[src/rtl/ioexp_pkg.sv]
// Shared types and constants for the two-port I/O expander with key latch.
package ioexp_pkg;

    typedef enum logic [2:0] {
        ACT_START   = 3'd0,
        ACT_WRITE   = 3'd1,
        ACT_READ    = 3'd2,
        ACT_PIN     = 3'd3,
        ACT_KEY     = 3'd4,
        ACT_RELEASE = 3'd5
    } t_action;

    // Register kind from pointer bits [2:1]; bit 0 selects the port.
    typedef enum logic [1:0] {
        KIND_INPUT    = 2'd0,
        KIND_LATCH    = 2'd1,
        KIND_POLARITY = 2'd2,
        KIND_DIRECTION = 2'd3
    } t_reg_kind;

    localparam logic CFG_KEY_PORT = 1'b0;
    localparam logic CFG_KEY_BIT  = 1'b1;

    localparam logic [2:0] PTR_MASK  = 3'h7;
    localparam logic [7:0] BYTE_ONES = 8'hFF;

    typedef struct packed {
        logic       key_pressed;
        logic       pin_level;
        logic [2:0] pin_bit;
        logic       pin_port;
        logic [7:0] data_byte;
        logic [2:0] action;
    } t_in_item;

    typedef struct packed {
        logic [7:0] drive_high_port1;
        logic [7:0] drive_high_port0;
        logic       status;
        logic [7:0] read_data;
    } t_out_item;

    // Pin value: external level on input bits, latch on output bits, then polarity.
    function automatic logic [7:0] pin_value(input logic [7:0] ext, input logic [7:0] latch,
                                             input logic [7:0] dir, input logic [7:0] pol);
        pin_value = ((ext & dir) | (latch & ~dir)) ^ pol;
    endfunction

endpackage

[src/rtl/io_expander_with_key_latch.sv]
// Top level: two-port I/O expander register file with latched function key.
// A request is registered on accept; its result is registered when the result
// register is free or being taken. Throughput: one request per cycle while
// the result side takes results; state update and register read are a single
// pass of logic between input and result registers. Reset (synchronous,
// active low) restores all but the payload registers to power-on values.
module io_expander_with_key_latch (
    input  logic        i_clk,
    input  logic        i_rst_n,
    // slave side
    input  logic        i_s_tvalid,
    output logic        o_s_tready,
    // tdata: data_byte[7:0], pin_port[8], pin_bit[11:9], pin_level[12],
    //        key_pressed[13], zero[15:14]
    input  logic [15:0] i_s_tdata,
    // tuser: action[2:0]
    input  logic [2:0]  i_s_tuser,
    // master side
    output logic        o_m_tvalid,
    input  logic        i_m_tready,
    // tdata: read_data[7:0], drive_high_port0[15:8], drive_high_port1[23:16]
    output logic [23:0] o_m_tdata,
    // tuser: status[0]
    output logic        o_m_tuser,
    // configuration write
    input  logic        i_cfg_valid,
    output logic        o_cfg_ready,
    input  logic        i_cfg_index,
    input  logic [7:0]  i_cfg_data
);

    logic                  r_in_valid;
    ioexp_pkg::t_in_item   r_in;
    logic                  r_out_valid;
    ioexp_pkg::t_out_item  r_out;
    ioexp_pkg::t_out_item  n_out;
    logic                  advance;

    logic       r_key_port;
    logic [2:0] r_key_bit;

    logic [7:0] r_ext0, r_ext1, n_ext0, n_ext1;
    logic [7:0] r_lat0, r_lat1, n_lat0, n_lat1;
    logic [7:0] r_pol0, r_pol1, n_pol0, n_pol1;
    logic [7:0] r_dir0, r_dir1, n_dir0, n_dir1;
    logic [2:0] r_ptr, n_ptr;
    logic       r_expect_ptr, n_expect_ptr;
    logic       r_press_unread, n_press_unread;
    logic       r_rel_deferred, n_rel_deferred;

    logic                  port;
    ioexp_pkg::t_reg_kind  kind;
    logic [7:0]            key_mask;
    logic [7:0]            pin_mask;
    logic [7:0]            rd;
    logic                  status;

    assign advance     = r_in_valid && (!r_out_valid || i_m_tready);
    assign o_s_tready  = !r_in_valid || advance;
    assign o_cfg_ready = 1'b1;
    assign o_m_tvalid  = r_out_valid;
    assign o_m_tdata   = {r_out.drive_high_port1, r_out.drive_high_port0, r_out.read_data};
    assign o_m_tuser   = r_out.status;

    assign port     = r_ptr[0];
    assign kind     = ioexp_pkg::t_reg_kind'(r_ptr[2:1]);
    assign key_mask = 8'b1 << r_key_bit;
    assign pin_mask = 8'b1 << r_in.pin_bit;

    always_comb begin
        n_ext0         = r_ext0;
        n_ext1         = r_ext1;
        n_lat0         = r_lat0;
        n_lat1         = r_lat1;
        n_pol0         = r_pol0;
        n_pol1         = r_pol1;
        n_dir0         = r_dir0;
        n_dir1         = r_dir1;
        n_ptr          = r_ptr;
        n_expect_ptr   = r_expect_ptr;
        n_press_unread = r_press_unread;
        n_rel_deferred = r_rel_deferred;
        rd             = 8'h00;
        status         = 1'b0;

        case (ioexp_pkg::t_action'(r_in.action))
            ioexp_pkg::ACT_START: begin
                n_expect_ptr = 1'b1;
            end
            ioexp_pkg::ACT_WRITE: begin
                if (r_expect_ptr) begin
                    n_ptr        = r_in.data_byte[2:0] & ioexp_pkg::PTR_MASK;
                    n_expect_ptr = 1'b0;
                end else begin
                    case (kind)
                        ioexp_pkg::KIND_LATCH: begin
                            if (port) n_lat1 = r_in.data_byte;
                            else      n_lat0 = r_in.data_byte;
                        end
                        ioexp_pkg::KIND_POLARITY: begin
                            if (port) n_pol1 = r_in.data_byte;
                            else      n_pol0 = r_in.data_byte;
                        end
                        ioexp_pkg::KIND_DIRECTION: begin
                            if (port) n_dir1 = r_in.data_byte;
                            else      n_dir0 = r_in.data_byte;
                        end
                        default: begin
                            // input registers are read only
                            status = 1'b1;
                        end
                    endcase
                    n_ptr = r_ptr + 3'd1;
                end
            end
            ioexp_pkg::ACT_READ: begin
                case (kind)
                    ioexp_pkg::KIND_INPUT: begin
                        rd = port ? ioexp_pkg::pin_value(r_ext1, r_lat1, r_dir1, r_pol1)
                                  : ioexp_pkg::pin_value(r_ext0, r_lat0, r_dir0, r_pol0);
                    end
                    ioexp_pkg::KIND_LATCH:     rd = port ? r_lat1 : r_lat0;
                    ioexp_pkg::KIND_POLARITY:  rd = port ? r_pol1 : r_pol0;
                    default:                   rd = port ? r_dir1 : r_dir0;
                endcase
                // reading the key's input register clears the press
                if (r_ptr == {2'b00, r_key_port} && r_press_unread) begin
                    n_press_unread = 1'b0;
                    if (r_rel_deferred) begin
                        n_rel_deferred = 1'b0;
                        if (r_key_port) n_ext1 = r_ext1 | key_mask;
                        else            n_ext0 = r_ext0 | key_mask;
                    end
                end
                n_ptr = r_ptr + 3'd1;
            end
            ioexp_pkg::ACT_PIN: begin
                if (r_in.pin_port) begin
                    n_ext1 = r_in.pin_level ? (r_ext1 | pin_mask) : (r_ext1 & ~pin_mask);
                end else begin
                    n_ext0 = r_in.pin_level ? (r_ext0 | pin_mask) : (r_ext0 & ~pin_mask);
                end
            end
            ioexp_pkg::ACT_KEY: begin
                if (r_in.key_pressed) begin
                    n_press_unread = 1'b1;
                    n_rel_deferred = 1'b0;
                    if (r_key_port) n_ext1 = r_ext1 & ~key_mask;
                    else            n_ext0 = r_ext0 & ~key_mask;
                end else if (r_press_unread) begin
                    // hold the key low until its register is read
                    n_rel_deferred = 1'b1;
                end else begin
                    if (r_key_port) n_ext1 = r_ext1 | key_mask;
                    else            n_ext0 = r_ext0 | key_mask;
                end
            end
            ioexp_pkg::ACT_RELEASE: begin
                n_ext0 = ioexp_pkg::BYTE_ONES;
                n_ext1 = ioexp_pkg::BYTE_ONES;
            end
            default: begin
            end
        endcase

        n_out.read_data        = rd;
        n_out.status           = status;
        n_out.drive_high_port0 = n_lat0 & ~n_dir0;
        n_out.drive_high_port1 = n_lat1 & ~n_dir1;
    end

    always_ff @(posedge i_clk) begin
        if (!i_rst_n) begin
            r_in_valid     <= 1'b0;
            r_out_valid    <= 1'b0;
            r_key_port     <= 1'b0;
            r_key_bit      <= 3'd0;
            r_ext0         <= ioexp_pkg::BYTE_ONES;
            r_ext1         <= ioexp_pkg::BYTE_ONES;
            r_lat0         <= ioexp_pkg::BYTE_ONES;
            r_lat1         <= ioexp_pkg::BYTE_ONES;
            r_pol0         <= 8'h00;
            r_pol1         <= 8'h00;
            r_dir0         <= ioexp_pkg::BYTE_ONES;
            r_dir1         <= ioexp_pkg::BYTE_ONES;
            r_ptr          <= 3'd0;
            r_expect_ptr   <= 1'b1;
            r_press_unread <= 1'b0;
            r_rel_deferred <= 1'b0;
        end else begin
            if (i_cfg_valid) begin
                case (i_cfg_index)
                    ioexp_pkg::CFG_KEY_PORT: r_key_port <= i_cfg_data[0];
                    ioexp_pkg::CFG_KEY_BIT:  r_key_bit  <= i_cfg_data[2:0];
                    default: begin
                    end
                endcase
            end
            if (o_s_tready) begin
                r_in_valid <= i_s_tvalid;
            end
            if (advance) begin
                r_out_valid    <= 1'b1;
                r_ext0         <= n_ext0;
                r_ext1         <= n_ext1;
                r_lat0         <= n_lat0;
                r_lat1         <= n_lat1;
                r_pol0         <= n_pol0;
                r_pol1         <= n_pol1;
                r_dir0         <= n_dir0;
                r_dir1         <= n_dir1;
                r_ptr          <= n_ptr;
                r_expect_ptr   <= n_expect_ptr;
                r_press_unread <= n_press_unread;
                r_rel_deferred <= n_rel_deferred;
            end else if (i_m_tready) begin
                r_out_valid <= 1'b0;
            end
        end
    end

    // payload registers
    always_ff @(posedge i_clk) begin
        if (o_s_tready && i_s_tvalid) begin
            r_in.action      <= i_s_tuser;
            r_in.data_byte   <= i_s_tdata[7:0];
            r_in.pin_port    <= i_s_tdata[8];
            r_in.pin_bit     <= i_s_tdata[11:9];
            r_in.pin_level   <= i_s_tdata[12];
            r_in.key_pressed <= i_s_tdata[13];
        end
        if (advance) begin
            r_out <= n_out;
        end
    end

endmodule

[config.mk]
export PLATFORM = sky130hd
export DESIGN_NAME = io_expander_with_key_latch
export DESIGN_NICKNAME = d
export VERILOG_FILES = /design/src/rtl/ioexp_pkg.sv /design/src/rtl/io_expander_with_key_latch.sv
export SDC_FILE = /design/constraint.sdc
export NUM_CORES = 1
export LEC_CHECK = 0
export ABC_CLOCK_PERIOD_IN_PS = 2300
export BUFFER_PORTS_ARGS = -buffer_cell sky130_fd_sc_hd__buf_4
export CAP_MARGIN = 20
export CORE_UTILIZATION = 59
export DETAILED_ROUTE_END_ITERATION = 8
export PLACE_DENSITY = 0.85
export SYNTH_ARGS = -nofsm -noshare
export SYNTH_HDL_FRONTEND = slang
export SYNTH_SLANG_ARGS = --single-unit
[constraint.sdc]
create_clock -name i_clk -period 2.3 [get_ports i_clk]
set_input_delay 0.115 -clock i_clk [delete_from_list [all_inputs] [get_ports i_clk]]
set_output_delay 0.115 -clock i_clk [all_outputs]
set_load 0.005 [all_outputs]
==> flow_summary.toml <==
[worst_hold_path]
worstHoldStart = "i_rst_n"
holdPathEnd = "r_expect_ptr"
hp-class = "in -> reg"
whs_path_depth = 3

[worst_setup_path]
timing.critical_path.mode_cell = "buf_4"
worst_r2r_path_depth = 7
worst_path_max_delay_cell = "edfxtp_1"
crit_buf_inv = 2
worstPathRequired_ps = 2750
worstPathCellList = "nor4b_4 -> buf_4 -> nand4_2 -> nor2_4 -> buf_4 -> nand2_1 -> o211ai_1"
r2r_setup_slack_ps = 90
r2r_start = "r_in[1]"
end_kind = "flop"
r2r-end = "r_dir0[5]"
cpPeakStageDelay_ps = 540
worstPathMaxFanout = 14
cp.arrival_ps = 2660
timing_worst_setup_path_type = "reg -> reg"
cp-start-kind = "flop"
cp_top_family = "simple AND/OR/NAND/NOR gates"

[floorplanning]
io_pins = 61
core.rowCount = 38
dieArea_mm2 = 0.0115
core_mm2 = 0.0108
die_w_um = 107
fp.dieH_um = 107
initial_utilization = 0.605

[clock_network]
cts_tree = "built"
cts_max_level = 4
cts_made_buffers = 17
cts_setup_buffers = 0
insertion_delay_ps = 540
cts_buffer_depth = 2
cts-root-buf = "clkbuf_8"
clkTransAtPathRegs_ps = 60
cts.sinks = 118

[grt]
grt_antenna_before_repair = 0
use_met2 = 0.549
grt_pass1_vias = 6205
use_met3 = 0.0823
grt_max_degree = 60
grt_remaining_overflow = 0
globalRouteMet1Util = 0.431
grt_usage = 0.346
grt_pass1_wl_um = 30500
busiest_layer = "met2"

[route]
num_vias = 6278
vias_per_cell = 6.75
drt_iter0_markers = 657
drc_errors = 0
ant_nets = 0
wl_um = 19300
wl_per_cell_um = 20.7
dr.pass1.iters = 6

[status]
status = "complete, no violations"

[placed_design]
place_area_mm2 = 0.00717
dp_hpwl_um = 12500
portBuffers = 52
place.gp.congestion = 0.905
pre_cts_ws_ps = 171

[yosys]
yosys_warnings = 0
synth-main-ff-cell = "dfxtp_1"
synth_top_area_share = 0.232
ys_top_cells_by_area = "dfxtp_1, edfxtp_1, mux2i_1"
netlist_instances = 697
synth_edf_count = 42
yosysTopAreaCell = "dfxtp_1"
avgSynthCellArea_um2 = 9.41
synth-seq-cells = 118
synth_cell_types = 69
syn_area_mm2 = 0.00656
synth.most_common_cell = "dfxtp_1"
yosysSeqAreaShare = 0.424
ys_top_cells_by_count = "dfxtp_1, nand2_1, nor2_1"
ys_async_sr_fraction = 0
synth_fp_nets = 731

[timing]
slew_viol_final = 0
clock.fmax_mhz = 452
worst_slack_ps = 89.9
rsz0062_at_grt = "false"
worstMarginPinSlew_ps = 706
fin_crit_ps = 2210
skew_ps = 6.05
min_period_over_period = 0.961
tns_ps = 0
max_slew_margin = 0.529
setup_viol = 0
hold_viol = 0
whs_ps = 175

[pwr]
cellLeakagePower_nw = 3.40
irDropWorstVdd_uv = 406
clkPwrFrac = 0.480
power_density_mw_per_mm2 = 670
p_switching_mw = 1.37
internal_power_mw = 4.03
pwr-share-comb = 0.091
pwr-share-seq = 0.429
power_mw = 5.40
p_sw_frac = 0.254

[layout]
syn_to_final_growth_pct = 22.9
num_antenna_cells = 0
layout-drive-gt1-share = 0.194
nets = 811
stdcell_area_mm2 = 0.00806

[run]
cap_violations = 0
==> power groups by stage <==
| stage | registers, mW | clock network, mW | logic (mW) |
|---|---|---|---|
| floorplan | 2.30 | 0 | 0.307 |
| global placement | 2.35 | 0 | 0.422 |
| detailed placement | 2.35 | 0 | 0.435 |
| CTS | 2.31 | 2.59 | 0.479 |
| global route | 2.32 | 2.67 | 0.531 |
| finish | 2.31 | 2.59 | 0.494 |
==> metrics by stage <==
step                 util  instances
floorplan               -        697
CTS                 0.743        930
global placement    0.661        867
detailed placement  0.661        867
global route        0.743        930
finish              0.743        930
==> placed cells by master, fill, tap and decap left out, types with 11 or more instances in the layout <==
cell type / Yosys / routed
nor2b_1: 16 / 16
o32ai_1: 11 / 11
a221oi_1: 18 / 18
o211ai_1: 18 / 18
o22ai_1: 12 / 12
nor3_1: 20 / 20
nor2_1: 54 / 53
dlygate4sd3_1: 0 / 31
dfxtp_1: 76 / 76
a32o_1: 11 / 11
mux2i_1: 46 / 46
a211oi_1: 12 / 12
nand2_1: 54 / 54
inv_1: 35 / 35
buf_4: 4 / 93
clkbuf_16: 0 / 16
nand3_1: 27 / 27
edfxtp_1: 42 / 42
o21ai_0: 15 / 15
o221ai_1: 16 / 16
a21oi_1: 24 / 24
==> worst max path at each step <==
stage	to	slack [ps]	start	cells after the start
2_1_floorplan	r_lat1[5]	360	r_in[2]	7
5_1_grt	r_dir0[2]	30	r_in[1]	7
3_3_place_gp	o_m_tdata[22]	270	r_in[1]	6
6_report	r_dir0[5]	90	r_in[1]	7
3_5_place_dp	o_m_tdata[22]	170	r_in[1]	6
4_1_cts	o_m_tdata[20]	140	r_in[1]	6
==> worst reg2reg max path, stage by stage, from the launching register on <==
cell and delay (ps):
edfxtp_1 540, nor4b_4 340, buf_4 250, nand4_2 340, nor2_4 230, buf_4 240, nand2_1 90, o211ai_1 110
==> flip-flops by register name, indices dropped and copies added (netlist names), 3 cells and up <==
register and cells:
o_m_tdata 24, r_dir0 8, r_dir1 8, r_ext0 8, r_ext1 8, r_in 17
r_key_bit 3, r_lat0 8, r_lat1 8, r_pol0 8, r_pol1 8, r_ptr 3
==> metal layers <==
layer	up-vias	share of wire
met3	87	0.099
met1	2957	0.39
li1	2788	-
met4	0	0.043
met2	446	0.47
met5	-	0
==> timing repair <==
item,4_1_cts,5_1_grt
endpoints found under the setup margin,0,5
hold buffers,31,0
hold endpoints to repair,23,0
gates resized for setup,0,1
==> area by class of cell <==
type	instances	area (um^2)
multi-input combinational	477	3350
fill	726	2790
sequential	118	2780
timing repair buffer	125	1030
clock buffer	18	428
tap	140	175
clock inverter	14	149
inverter	38	143
==> logic make-up (layout without fill, tap and decap cells) <==
| logic type | Yosys count | after routing | synth area share |
|---|---|---|---|
| buffers and inverters | 102 | 195 | 0.0651 |
| DFF | 118 | 118 | 0.424 |
| AOI/OAI and AO/OA | 170 | 170 | 0.195 |
| and+or+nand+nor | 232 | 232 | 0.194 |
| adders and majority gates | 1 | 1 | 0.00191 |
| other | 1 | 1 | 0.000572 |
| muxes | 55 | 55 | 0.0943 |
| xor gates and xnor gates | 18 | 18 | 0.0240 |
No activity file was read; power rests on OpenSTA's default activity.
